### config.mk
export PLATFORM = sky130hd
export DESIGN_NAME = interleaved_request_splitter_core
export DESIGN_NICKNAME = d
export VERILOG_FILES = /design/src/design/irs_pkg.sv /design/src/design/interleaved_request_splitter_core.sv /design/src/design/irs_ctrl.sv /design/src/design/irs_datapath.sv
export SDC_FILE = /design/constraint.sdc
export NUM_CORES = 1
export LEC_CHECK = 0
export BUFFER_PORTS_ARGS = -buffer_cell sky130_fd_sc_hd__buf_2
export CAP_MARGIN = 20
export CORE_AREA = 2 2 152 154
export DETAILED_ROUTE_END_ITERATION = 10
export DIE_AREA = 0 0 154 156
export HOLD_SLACK_MARGIN = 0.03
export PLACE_DENSITY = 0.6
export SYNTH_ARGS = -nofsm -noshare
export SYNTH_HDL_FRONTEND = slang
export SYNTH_SLANG_ARGS = --single-unit
export TNS_END_PERCENT = 5
### constraint.sdc
create_clock -name clk_i -period 16.6 [get_ports clk_i]
set_clock_uncertainty 0.15 [all_clocks]
set_input_delay 0.83 -clock clk_i [delete_from_list [all_inputs] [get_ports clk_i]]
set_output_delay 0.83 -clock clk_i [all_outputs]
set_load 0.02 [all_outputs]
### src/design/irs_pkg.sv
// ============================================================================
// irs_pkg: shared definitions for the interleaved request splitter
// Widths, constants, register indexes and the controller/datapath structs.
// ============================================================================
`default_nettype none

package irs_pkg;

  // Memory layout constants.
  localparam int unsigned BLOCK_BYTES       = 1024;
  localparam int unsigned BLK_BITS          = $clog2(BLOCK_BYTES);
  localparam int unsigned ADDR_W            = 32;
  localparam int unsigned GBLK_W            = ADDR_W - BLK_BITS;
  localparam int unsigned NODES_MAX         = 64;
  localparam int unsigned NODES_W           = 7;
  localparam int unsigned NODE_W            = 6;
  localparam int unsigned LEN_W             = 16;
  localparam int unsigned MAX_REQUEST_BYTES = 32768;
  localparam int unsigned CHUNK_W           = 11;

  // Division sequencer: one quotient bit per cycle.
  localparam int unsigned DIV_STEPS = GBLK_W;
  localparam int unsigned CNT_W     = $clog2(DIV_STEPS);

  // Stream payload widths.
  localparam int unsigned S_TDATA_W = 48;
  localparam int unsigned S_TUSER_W = 1;
  localparam int unsigned M_TDATA_W = 56;
  localparam int unsigned M_TUSER_W = 2;

  // Configuration register indexes.
  localparam int unsigned CFG_IDX_W = 1;
  localparam int unsigned CFG_DATA_W = 7;
  localparam logic [CFG_IDX_W-1:0] REG_NUM_NODES  = 1'b0;
  localparam logic [CFG_IDX_W-1:0] REG_LOCAL_NODE = 1'b1;

  // Commands from the controller to the datapath.
  typedef struct packed {
    logic load;      // capture a new request and start the division
    logic div_step;  // one restoring division step
    logic emit;      // load the next chunk into the output register
  } cmd_t;

  // Status from the datapath to the controller.
  typedef struct packed {
    logic div_done;    // the current division step is the final one
    logic len_zero;    // the request carries no bytes
    logic last_chunk;  // the next chunk finishes the request
    logic out_free;    // the output register can take a beat this cycle
  } sts_t;

endpackage

`default_nettype wire

### src/design/interleaved_request_splitter_core.sv
// ============================================================================
// interleaved_request_splitter_core: block-interleaved request splitter
// Splits a (offset, length) request into one chunk per 1024-byte block.
// ============================================================================
// A request is taken on the slave stream and split into one beat per block
// it touches, in ascending address order, with tlast on the final chunk. Each
// beat names the owning node (block index mod node count), the offset inside
// that node's segment and the chunk size. A request occupies the block for
// its capture cycle, a bit-serial restoring divider that splits the 22-bit
// block index by the node count, then N chunks (0 to 33), one chunk per cycle
// while the output register drains. A zero-length request produces no beats.
// The next request is accepted once the last chunk has entered the output
// register.
// Configuration must be written only while no request is in flight.
`default_nettype none

module interleaved_request_splitter_core (
  input  wire logic                               clk_i,
  input  wire logic                               rst_ni,
  // Configuration write port.
  input  wire logic                               cfg_we_i,
  input  wire logic [irs_pkg::CFG_IDX_W-1:0]      cfg_index_i,
  input  wire logic [irs_pkg::CFG_DATA_W-1:0]     cfg_data_i,
  // Request stream.
  input  wire logic                               s_axis_tvalid,
  output logic                                    s_axis_tready,
  // tdata: byte_offset[31:0], length[47:32]
  input  wire logic [irs_pkg::S_TDATA_W-1:0]      s_axis_tdata,
  // tuser: req_type[0]
  input  wire logic [irs_pkg::S_TUSER_W-1:0]      s_axis_tuser,
  // Chunk stream.
  output logic                                    m_axis_tvalid,
  input  wire logic                               m_axis_tready,
  // tdata: target_node[5:0], local_offset[37:6], chunk_bytes[48:38], zero[55:49]
  output logic [irs_pkg::M_TDATA_W-1:0]           m_axis_tdata,
  // tuser: direction[0], is_local[1]
  output logic [irs_pkg::M_TUSER_W-1:0]           m_axis_tuser,
  output logic                                    m_axis_tlast
);

  irs_pkg::cmd_t                  cmd;
  irs_pkg::sts_t                  sts;
  logic                           direction;
  logic [irs_pkg::NODE_W-1:0]     target_node;
  logic [irs_pkg::ADDR_W-1:0]     local_offset;
  logic [irs_pkg::CHUNK_W-1:0]    chunk_bytes;
  logic                           is_local;

  // Controller.
  irs_ctrl u_ctrl (
    .clk_i       (clk_i),
    .rst_ni      (rst_ni),
    .req_valid_i (s_axis_tvalid),
    .req_ready_o (s_axis_tready),
    .sts_i       (sts),
    .cmd_o       (cmd)
  );

  // Datapath.
  irs_datapath u_datapath (
    .clk_i          (clk_i),
    .rst_ni         (rst_ni),
    .cfg_we_i       (cfg_we_i),
    .cfg_index_i    (cfg_index_i),
    .cfg_data_i     (cfg_data_i),
    .req_type_i     (s_axis_tuser[0]),
    .byte_offset_i  (s_axis_tdata[31:0]),
    .length_i       (s_axis_tdata[47:32]),
    .cmd_i          (cmd),
    .sts_o          (sts),
    .out_ready_i    (m_axis_tready),
    .out_valid_o    (m_axis_tvalid),
    .direction_o    (direction),
    .target_node_o  (target_node),
    .local_offset_o (local_offset),
    .chunk_bytes_o  (chunk_bytes),
    .is_local_o     (is_local),
    .last_o         (m_axis_tlast)
  );

  // Pack the output beat.
  assign m_axis_tdata = {7'b0, chunk_bytes, local_offset, target_node};
  assign m_axis_tuser = {is_local, direction};

`ifndef ASSERT_OFF
  // A chunk always carries between one byte and a whole block.
  a_chunk_range: assert property (@(posedge clk_i) disable iff (!rst_ni)
    m_axis_tvalid |-> (m_axis_tdata[48:38] != 11'd0) && (m_axis_tdata[48:38] <= 11'd1024))
    else $error("chunk size out of range");

  // Every chunk but the last runs exactly to the end of its block.
  a_block_end: assert property (@(posedge clk_i) disable iff (!rst_ni)
    (m_axis_tvalid && !m_axis_tlast) |->
      (m_axis_tdata[48:38] == (11'd1024 - {1'b0, m_axis_tdata[15:6]})))
    else $error("non-final chunk stops short of a block boundary");

  // An accepted request holds off the next one while it is divided.
  a_busy_after_accept: assert property (@(posedge clk_i) disable iff (!rst_ni)
    (s_axis_tvalid && s_axis_tready) |=> !s_axis_tready)
    else $error("request accepted while the previous one is in progress");
`endif

endmodule

`default_nettype wire

### src/design/irs_ctrl.sv
// ============================================================================
// irs_ctrl: request splitter controller
// Sequences request capture, the node-count division and chunk emission.
// ============================================================================
`default_nettype none

module irs_ctrl (
  input  wire logic          clk_i,
  input  wire logic          rst_ni,
  input  wire logic          req_valid_i,
  output logic               req_ready_o,
  input  wire irs_pkg::sts_t sts_i,
  output irs_pkg::cmd_t      cmd_o
);

  typedef enum logic [1:0] {
    ST_IDLE,
    ST_DIV,
    ST_EMIT
  } state_e;

  state_e state_q, state_d;

  // Commands follow directly from the state and the status.
  always_comb begin
    state_d          = state_q;
    cmd_o            = '0;
    req_ready_o      = 1'b0;
    unique case (state_q)
      ST_IDLE: begin
        req_ready_o = 1'b1;
        if (req_valid_i) begin
          cmd_o.load = 1'b1;
          state_d    = ST_DIV;
        end
      end
      ST_DIV: begin
        cmd_o.div_step = 1'b1;
        if (sts_i.div_done) begin
          state_d = sts_i.len_zero ? ST_IDLE : ST_EMIT;
        end
      end
      ST_EMIT: begin
        if (sts_i.out_free) begin
          cmd_o.emit = 1'b1;
          if (sts_i.last_chunk) begin
            state_d = ST_IDLE;
          end
        end
      end
      default: state_d = ST_IDLE;
    endcase
  end

  // State register.
  always_ff @(posedge clk_i or negedge rst_ni) begin
    if (!rst_ni) begin
      state_q <= ST_IDLE;
    end else begin
      state_q <= state_d;
    end
  end

endmodule

`default_nettype wire

### src/design/irs_datapath.sv
// ============================================================================
// irs_datapath: request splitter datapath
// Holds configuration, the request, the block/node divider and the output
// register.
// ============================================================================
`default_nettype none

module irs_datapath (
  input  wire logic                             clk_i,
  input  wire logic                             rst_ni,
  // Configuration writes.
  input  wire logic                             cfg_we_i,
  input  wire logic [irs_pkg::CFG_IDX_W-1:0]    cfg_index_i,
  input  wire logic [irs_pkg::CFG_DATA_W-1:0]   cfg_data_i,
  // Request fields.
  input  wire logic                             req_type_i,
  input  wire logic [irs_pkg::ADDR_W-1:0]       byte_offset_i,
  input  wire logic [irs_pkg::LEN_W-1:0]        length_i,
  // Controller link.
  input  wire irs_pkg::cmd_t                    cmd_i,
  output irs_pkg::sts_t                         sts_o,
  // Output beat.
  input  wire logic                             out_ready_i,
  output logic                                  out_valid_o,
  output logic                                  direction_o,
  output logic [irs_pkg::NODE_W-1:0]            target_node_o,
  output logic [irs_pkg::ADDR_W-1:0]            local_offset_o,
  output logic [irs_pkg::CHUNK_W-1:0]           chunk_bytes_o,
  output logic                                  is_local_o,
  output logic                                  last_o
);

  localparam int unsigned BW = irs_pkg::BLK_BITS;
  localparam int unsigned GW = irs_pkg::GBLK_W;
  localparam int unsigned NW = irs_pkg::NODES_W;

  // Configuration registers.
  logic [NW-1:0]                 num_nodes_q;
  logic [irs_pkg::NODE_W-1:0]    local_node_q;

  // Request and division state.
  logic                          dir_q;
  logic [GW-1:0]                 gblk_q, gblk_d;
  logic [BW-1:0]                 inblk_q, inblk_d;
  logic [irs_pkg::LEN_W-1:0]     len_q, len_d;
  logic [NW-1:0]                 nodes_q, nodes_d;
  logic [GW-1:0]                 quo_q, quo_d;
  logic [NW-1:0]                 rem_q, rem_d;
  logic [irs_pkg::CNT_W-1:0]     cnt_q, cnt_d;

  // Output register.
  logic                          out_valid_q;
  logic                          direction_q;
  logic [irs_pkg::NODE_W-1:0]    target_node_q;
  logic [irs_pkg::ADDR_W-1:0]    local_offset_q;
  logic [irs_pkg::CHUNK_W-1:0]   chunk_bytes_q;
  logic                          is_local_q;
  logic                          last_q;

  logic [NW-1:0]                 eff_nodes;
  logic [irs_pkg::LEN_W-1:0]     len_clamped;
  logic [NW-1:0]                 trial;
  logic                          qbit;
  logic [irs_pkg::CHUNK_W-1:0]   room;
  logic [irs_pkg::CHUNK_W-1:0]   chunk;
  logic [NW-1:0]                 rem_inc;

  // Node count seen by the divider: zero acts as one, the top is capped.
  always_comb begin
    eff_nodes = num_nodes_q;
    if (num_nodes_q == '0) begin
      eff_nodes = NW'(1);
    end else if (num_nodes_q > NW'(irs_pkg::NODES_MAX)) begin
      eff_nodes = NW'(irs_pkg::NODES_MAX);
    end
  end

  assign len_clamped = (length_i > irs_pkg::LEN_W'(irs_pkg::MAX_REQUEST_BYTES)) ?
                       irs_pkg::LEN_W'(irs_pkg::MAX_REQUEST_BYTES) : length_i;

  // Restoring division step: shift in the next block-index bit.
  assign trial = {rem_q[NW-2:0], quo_q[GW-1]};
  assign qbit  = (trial >= nodes_q);

  // Chunk size: bytes left in the block, capped by the bytes left in the request.
  assign room  = irs_pkg::CHUNK_W'(irs_pkg::BLOCK_BYTES) - irs_pkg::CHUNK_W'(inblk_q);
  assign chunk = (len_q < irs_pkg::LEN_W'(room)) ? irs_pkg::CHUNK_W'(len_q) : room;
  assign rem_inc = rem_q + NW'(1);

  always_comb begin
    gblk_d  = gblk_q;
    inblk_d = inblk_q;
    len_d   = len_q;
    nodes_d = nodes_q;
    quo_d   = quo_q;
    rem_d   = rem_q;
    cnt_d   = cnt_q;
    if (cmd_i.load) begin
      gblk_d  = byte_offset_i[irs_pkg::ADDR_W-1:BW];
      inblk_d = byte_offset_i[BW-1:0];
      len_d   = len_clamped;
      nodes_d = eff_nodes;
      quo_d   = byte_offset_i[irs_pkg::ADDR_W-1:BW];
      rem_d   = '0;
      cnt_d   = '0;
    end else if (cmd_i.div_step) begin
      rem_d = qbit ? (trial - nodes_q) : trial;
      quo_d = {quo_q[GW-2:0], qbit};
      cnt_d = cnt_q + irs_pkg::CNT_W'(1);
    end else if (cmd_i.emit) begin
      len_d   = len_q - irs_pkg::LEN_W'(chunk);
      inblk_d = '0;
      gblk_d  = gblk_q + GW'(1);
      // Step to the next block; the address space wraps to block zero.
      if (gblk_q == '1) begin
        rem_d = '0;
        quo_d = '0;
      end else if (rem_inc == nodes_q) begin
        rem_d = '0;
        quo_d = quo_q + GW'(1);
      end else begin
        rem_d = rem_inc;
      end
    end
  end

  // Status back to the controller.
  assign sts_o.div_done   = (cnt_q == irs_pkg::CNT_W'(irs_pkg::DIV_STEPS - 1));
  assign sts_o.len_zero   = (len_q == '0);
  assign sts_o.last_chunk = (len_q == irs_pkg::LEN_W'(chunk));
  assign sts_o.out_free   = !out_valid_q || out_ready_i;

  // Configuration registers.
  always_ff @(posedge clk_i or negedge rst_ni) begin
    if (!rst_ni) begin
      num_nodes_q  <= NW'(1);
      local_node_q <= '0;
    end else if (cfg_we_i) begin
      unique case (cfg_index_i)
        irs_pkg::REG_NUM_NODES:  num_nodes_q  <= cfg_data_i;
        irs_pkg::REG_LOCAL_NODE: local_node_q <= cfg_data_i[irs_pkg::NODE_W-1:0];
        default: ;
      endcase
    end
  end

  // Request and divider registers.
  always_ff @(posedge clk_i) begin
    if (cmd_i.load) begin
      dir_q <= req_type_i;
    end
    gblk_q  <= gblk_d;
    inblk_q <= inblk_d;
    len_q   <= len_d;
    nodes_q <= nodes_d;
    quo_q   <= quo_d;
    rem_q   <= rem_d;
    cnt_q   <= cnt_d;
  end

  // Output beat valid.
  always_ff @(posedge clk_i or negedge rst_ni) begin
    if (!rst_ni) begin
      out_valid_q <= 1'b0;
    end else if (cmd_i.emit) begin
      out_valid_q <= 1'b1;
    end else if (out_ready_i) begin
      out_valid_q <= 1'b0;
    end
  end

  // Output beat payload.
  always_ff @(posedge clk_i) begin
    if (cmd_i.emit) begin
      direction_q    <= dir_q;
      target_node_q  <= rem_q[irs_pkg::NODE_W-1:0];
      local_offset_q <= {quo_q, inblk_q};
      chunk_bytes_q  <= chunk;
      is_local_q     <= (rem_q[irs_pkg::NODE_W-1:0] == local_node_q);
      last_q         <= (len_q == irs_pkg::LEN_W'(chunk));
    end
  end

  assign out_valid_o    = out_valid_q;
  assign direction_o    = direction_q;
  assign target_node_o  = target_node_q;
  assign local_offset_o = local_offset_q;
  assign chunk_bytes_o  = chunk_bytes_q;
  assign is_local_o     = is_local_q;
  assign last_o         = last_q;

endmodule

`default_nettype wire

==> results.json, run 1 <==
{
  "run_status": "completed",
  "cts.sinks": 158,
  "drt_iter0_drc": 417,
  "worstPathMaxFanout": 17,
  "setup_tns_ps": 0,
  "final.period_utilization": 0.357,
  "io_buffers": 115,
  "grt_max_degree": 60,
  "slew_viol_final": 0,
  "synth_edf_count": 130,
  "clockRootBuffer": "clkbuf_16",
  "synth.distinct_cells": 72,
  "rows": 55,
  "arrival_ps": 5960,
  "grt_remaining_overflow": 0,
  "cts_buffer_depth": 2,
  "htreeDepth": 4,
  "synthFlopType": "edfxtp_1",
  "gp_congestion": 0.912,
  "p_per_area_mw_per_mm2": 159,
  "via_per_inst": 5.37,
  "synth_cells": 823,
  "cts_tree": "yes",
  "antenna_found_initial": 0,
  "n_fill_cell": 2105,
  "diodes": 0,
  "die_height_microns": 156,
  "leakagePower_uw": 0.00395,
  "hold_viol_final": 0,
  "drv_cap": 0,
  "cp_common_cell": "a21oi_1",
  "final_nets": 1022,
  "num_vias": 6562,
  "cp.required_ps": 16630,
  "synth_seq_cells": 158,
  "wl_per_cell_microns": 17.2,
  "synthToLayoutAreaGrowth_pct": 15.9,
  "path_clk_slew_ps": 70,
  "clock_latency_ps": 430,
  "yosysSeqAreaShare": 0.515,
  "tightest_slew_ps": 1100,
  "wl_mm": 21.0,
  "postCtsSetupBuffers": 0,
  "max_freq_mhz": 169,
  "grt_pass1_vias": 6524,
  "critPathKind": "reg -> reg",
  "hold_path.class": "in -> async",
  "die_w_microns": 154,
  "grt_usage": 0.181,
  "initial_core_util": 0.394,
  "relSlewSlack": 0.270,
  "synth-warning-count": 0,
  "ant_nets": 0,
  "setup_violations": 0,
  "coreArea_sq_mm": 0.0224,
  "hold_slack_ps": 178,
  "avgSynthCellArea_sq_um": 10.7,
  "period_needed_ps": 5930,
  "irDropWorstVdd_mv": 0.0750,
  "dieArea_sq_mm": 0.0240,
  "crit_chain": "nor4_4, nand2b_1, or3_1, nor3_1, xnor2_1, inv_1, ha_1, a21o_1, a211oi_2, o21a_1, nor2_1, a21oi_1, ha_1, nor2b_1, o31a_1, o31ai_1, a21oi_1, a21oi_1, o311ai_2, xnor2_1, a21o_1",
  "critPathCaptureType": "flop",
  "synth.cell_area_sq_mm": 0.00882,
  "dr.pass1.iters": 5,
  "grt_pass1_wl_mm": 34.1,
  "hold_buffers": 0,
  "cp_slowest_cell": "o21a_1",
  "cts_resized": 0,
  "critPathLaunchType": "flop",
  "synthArstFlopShare": 0.101,
  "hpwl_mm": 14.7,
  "cts_buffers": 17,
  "rsz0062_at_grt": "no",
  "drc": 0,
  "max_stage_delay_ps": 510,
  "ios": 123,
  "drive_gt1_frac": 0.205
}
cell families after synthesis:
| logic type | share of synthesized area |
|---|---|
| buffers and inverters | 0.0454 |
| AOI/OAI and AO/OA | 0.122 |
| xor gates and xnor gates | 0.0787 |
| muxes | 0.0248 |
| adders and majority gates | 0.0514 |
| other | 0.000425 |
| and+or+nand+nor | 0.162 |
| DFF | 0.515 |
cells in the final DEF (no fill, tap or decap), types with 17 or more instances in the layout:
| cell | count |
|---|---|
| edfxtp_1 | 130 |
| buf_2 | 115 |
| nor2_1 | 87 |
| a21oi_1 | 64 |
| nand2_1 | 50 |
| inv_1 | 44 |
| xnor2_1 | 43 |
| ha_1 | 33 |
| nand3_1 | 32 |
| o21ai_0 | 30 |
| xor2_1 | 28 |
| nor3_1 | 22 |
| and3_1 | 17 |
| clkbuf_16 | 17 |
cell usage after synthesis (all sizes together) (17+ instances only):
cell,count,area [sq um]
edfxtp,130,3900
nor2,91,352
a21oi,64,320
nand2,52,195
inv,46,173
xnor2,44,404
nand3,35,205
ha,33,413
o21ai,32,164
xor2,28,245
clkbuf,24,90.1
nor3,22,110
buf,21,138
and3,17,106
through the flow:
stage / util / power [uW] / cell area [sq um] / setup WS (ps) / instances
global route: 0.457 / 1740 / 10200 / 10030 / 1222
floorplan: - / 1080 / 8840 / 11270 / 829
detailed placement: 0.429 / 1220 / 9600 / 10730 / 1190
global placement: 0.429 / 1210 / 9600 / 10880 / 1190
CTS: 0.456 / 1630 / 10200 / 10660 / 1221
finish: 0.457 / 1630 / 10200 / 10670 / 1222
state kept, by name, indices dropped and copies added, names as in the netlist, 2 cells and up:
name,count
u_datapath.nodes_q,7
u_datapath.local_node_q,6
u_datapath.len_q,16
u_datapath.inblk_q,10
u_datapath.cnt_q,5
u_datapath.rem_q,7
u_datapath.gblk_q,22
u_ctrl.state_q,2
u_datapath.target_node_o,6
u_datapath.local_offset_o,32
u_datapath.chunk_bytes_o,11
u_datapath.num_nodes_q,7
u_datapath.quo_q,22
critical path, delay by kind of cell (launching register included):
kind | cells | cell delay [ps]
buffers and inverters | 1 | 60
AOI/OAI and AO/OA | 10 | 2760
adders and majority gates | 2 | 600
xor gates and xnor gates | 2 | 310
and+or+nand+nor | 6 | 1310
DFF | 1 | 480
layout make-up:
class / count / area, sq um / area share
Timing Repair Buffer: 122 / 648 / 0.0634
Clock buffer: 19 / 433 / 0.0424
Multi-Input combinational cell: 580 / 3900 / 0.382
Tap cell: 285 / 357 / 0.0349
Inverter: 46 / 173 / 0.0169
Sequential cell: 158 / 4550 / 0.445
Clock inverter: 12 / 163 / 0.0159
where the power goes:
part | total (uW) | leakage (uW) | internal (uW) | switching, uW
clock | 403 | 0.000280 | 238 | 165
sequential | 675 | 0.00149 | 557 | 118
combinational | 547 | 0.00218 | 250 | 297
total | 1630 | 0.00395 | 1050 | 580
path summary, 6_finish.rpt:
path                                                      from  slack [ps]  cells after the start                                endpoint
min in group clk_i                  u_datapath.dir_q$_DFFE_PP_         280                      0        u_datapath.direction_o$_DFFE_PP_
min reg2reg                         u_datapath.dir_q$_DFFE_PP_         280                      0        u_datapath.direction_o$_DFFE_PP_
min                                                     rst_ni         180                      1  u_datapath.local_node_q[5]$_DFFE_PN0P_
max in group asynchronous                               rst_ni       15800                      1   u_datapath.num_nodes_q[0]$_DFFE_PN1P_
max reg2reg                u_datapath.inblk_q[4]$_SDFFCE_PN0P_       10670                     21          u_datapath.len_q[11]$_DFFE_PP_
max                        u_datapath.inblk_q[4]$_SDFFCE_PN0P_       10670                     21          u_datapath.len_q[11]$_DFFE_PP_
layer usage:
| metal | track usage | share of wire |
|---|---|---|
| met1 | 0.242 | 0.47 |
| met2 | 0.299 | 0.47 |
| met5 | 0 | 0 |
| met3 | 0.0300 | 0.039 |
| met4 | 0.0610 | 0.017 |
Note: power is estimated with default switching activity, not from simulation.
==> run 2, diff against run 1 <==
==> constraint.sdc (replaced) <==
create_clock -name clk_i -period 5.8 [get_ports clk_i]
set_clock_uncertainty 0.15 [all_clocks]
set_input_delay 0.29 -clock clk_i [delete_from_list [all_inputs] [get_ports clk_i]]
set_output_delay 0.29 -clock clk_i [all_outputs]
set_load 0.02 [all_outputs]
==> run 2 against run 1 <==
Compared with the run above: die area unchanged; final cell count up 2.4%; sequential power increased to 2.9 times the previous value; routed wire length up 1.3%; critical endpoint is now u_datapath.len_q[12]$_DFFE_PP_.
==> results.json, run 2 (synthesis gave the netlist of run 1 again) <==
{
  "run_status": "completed",
  "cp-endpoint": "u_datapath.len_q[12]$_DFFE_PP_",
  "clockRootBuffer": "clkbuf_16",
  "critPathKind": "reg -> reg",
  "io_buffers": 115,
  "drc": 0,
  "crit_chain": "nor4_4, nand2b_1, or3_1, nor3_1, xnor2_1, inv_1, ha_1, a21o_1, a211oi_2, o21a_1, buf_4, a21oi_1, fa_1, a21o_1, a21oi_2, o211ai_1, o211ai_1, o2111ai_1, a21boi_1, xnor2_1, a21oi_1",
  "ios": 123,
  "postLayoutCellArea_sq_mm": 0.0105,
  "final_common_cell": "edfxtp_1",
  "final.period_utilization": 0.935,
  "cts.sinks": 158,
  "die_w_microns": 154,
  "synthToLayoutAreaGrowth_pct": 18.7,
  "hold_path.class": "in -> reg",
  "hold_viol_final": 0,
  "htreeDepth": 4,
  "relSlewSlack": 0.314,
  "max_stage_delay_ps": 480,
  "max_freq_mhz": 184,
  "cts_buffers": 17,
  "hold_slack_ps": 43.0,
  "grt_usage": 0.183,
  "reg2reg_to": "u_datapath.len_q[12]$_DFFE_PP_",
  "ant_nets": 0,
  "cts_tree": "yes",
  "antenna_found_initial": 0,
  "drv_cap": 0,
  "n_fill_cell": 2052,
  "cp.required_ps": 5800,
  "path_clk_slew_ps": 70,
  "largest_reg_flops": 32,
  "crit_start": "u_datapath.inblk_q[4]$_SDFFCE_PN0P_",
  "grt_pass1_wl_mm": 34.2,
  "r2r_start": "u_datapath.inblk_q[4]$_SDFFCE_PN0P_",
  "num_vias": 6633,
  "p_per_area_mw_per_mm2": 441,
  "arrival_ps": 5430,
  "dieArea_sq_mm": 0.0240,
  "setup_violations": 0,
  "final_nets": 1050,
  "ff2ff_path_depth": 21,
  "die_height_microns": 156,
  "worstPathMaxFanout": 8,
  "reg2reg_slack_ps": 380,
  "drt_iter0_drc": 442,
  "cp_slowest_cell": "fa_1",
  "hpwl_mm": 14.8,
  "rows": 55,
  "gp_congestion": 0.874,
  "via_per_inst": 5.30,
  "grt_max_degree": 55,
  "cts_buffer_depth": 2,
  "dr.pass1.iters": 5,
  "grt_pass1_vias": 6523,
  "coreArea_sq_mm": 0.0224,
  "grt_remaining_overflow": 0,
  "postCtsSetupBuffers": 0,
  "diodes": 0,
  "tightest_slew_ps": 1030,
  "dpl-instance-area_sq_mm": 0.00965,
  "irDropWorstVdd_mv": 0.232,
  "clock_latency_ps": 430,
  "p_total_uw": 4620,
  "mostFrequentLayoutCells": "edfxtp_1 (130), buf_2 (115), nor2_1 (87)",
  "critPathLaunchType": "flop",
  "critPathCaptureType": "flop",
  "leakagePower_uw": 0.00406,
  "wl_per_cell_microns": 17.0,
  "initial_core_util": 0.394,
  "period_needed_ps": 5420,
  "wl_mm": 21.2,
  "drive_gt1_frac": 0.206,
  "slew_viol_final": 0
}
## run 2: cell types whose count changed in the layout (fill, tap and decap cells not counted)
| cell | before | now |
|---|---|---|
| a21oi_2 | 0 | 2 |
| clkinv_1 | 1 | 2 |
| a21oi_1 | 64 | 62 |
| inv_8 | 1 | 2 |
| inv_6 | 2 | 4 |
| clkinv_2 | 0 | 1 |
| bufinv_16 | 3 | 1 |
| dlygate4sd3_1 | 0 | 24 |
| buf_4 | 6 | 10 |
| clkinvlp_4 | 3 | 2 |
| clkbuf_1 | 2 | 1 |
## run 2: area by class of cell
cell class              instances  area (sq um)  share of cell area
clock buffers                  18           429              0.0410
clock inverters                14           133              0.0127
inverters                      46           173              0.0165
multi-input cells             580          3910               0.374
flip-flops and latches        158          4550               0.434
well taps                     285           357              0.0341
repair buffers                150           918              0.0878
## run 2: power breakdown
part | switching [uW] | total, uW | internal, uW
Sequential | 336 | 1930 | 1590
Clock | 491 | 1090 | 600
Combinational | 860 | 1600 | 737
Total | 1690 | 4620 | 2930
## run 2: metal layers
| metal | share of wire | up-vias | wire length, microns | GRT usage |
|---|---|---|---|---|
| met5 | 0 | - | 0 | 0 |
| met1 | 0.47 | 3163 | 9930 | 0.242 |
| met4 | 0.020 | 0 | 428 | 0.0650 |
| met3 | 0.042 | 35 | 897 | 0.0286 |
| li1 | - | 3250 | - | - |
| met2 | 0.47 | 185 | 9980 | 0.305 |
## run 2: worst min path at each step
| stage | depth (start not counted) | slack (ps) | end | startpoint |
|---|---|---|---|---|
| floorplan | 0 | -160 | u_ctrl.state_q[0]$_DFFE_PN0P_ | rst_ni |
| global placement | 1 | 90 | u_datapath.out_valid_o$_DFFE_PN0P_ | rst_ni |
| detailed placement | 1 | 100 | u_datapath.out_valid_o$_DFFE_PN0P_ | rst_ni |
| CTS | 2 | 30 | u_datapath.inblk_q[6]$_SDFFCE_PN0P_ | s_axis_tdata[6] |
| global route | 2 | 50 | u_datapath.inblk_q[6]$_SDFFCE_PN0P_ | s_axis_tdata[6] |
| finish | 3 | 40 | u_datapath.quo_q[15]$_DFFE_PP_ | s_axis_tdata[25] |
## run 2: stage by stage
stage               worst slack, ps  utilization  cells  TNS, ps
floorplan                       470            -    829        0
global placement                369        0.430   1193        0
detailed placement              328        0.431   1194        0
CTS                             302        0.467   1250        0
global route                  -13.5        0.468   1251    -25.7
finish                          378        0.468   1251        0
## run 2: worst max-delay path, delay by kind of cell (launching register included)
family | cells | cell delay, ps
AO/OA/AOI/OAI | 11 | 2150
AND/OR/NAND/NOR | 4 | 1050
flip-flops | 1 | 470
adder cells (fa/ha/maj) | 2 | 770
XOR/XNOR | 2 | 300
buffers and inverters | 2 | 240
## run 2: repair_timing
action	4_1_cts	5_1_grt
resized for setup	0	2
endpoints found under the setup margin	0	6
hold endpoints to repair	45	0
hold buffers	24	0
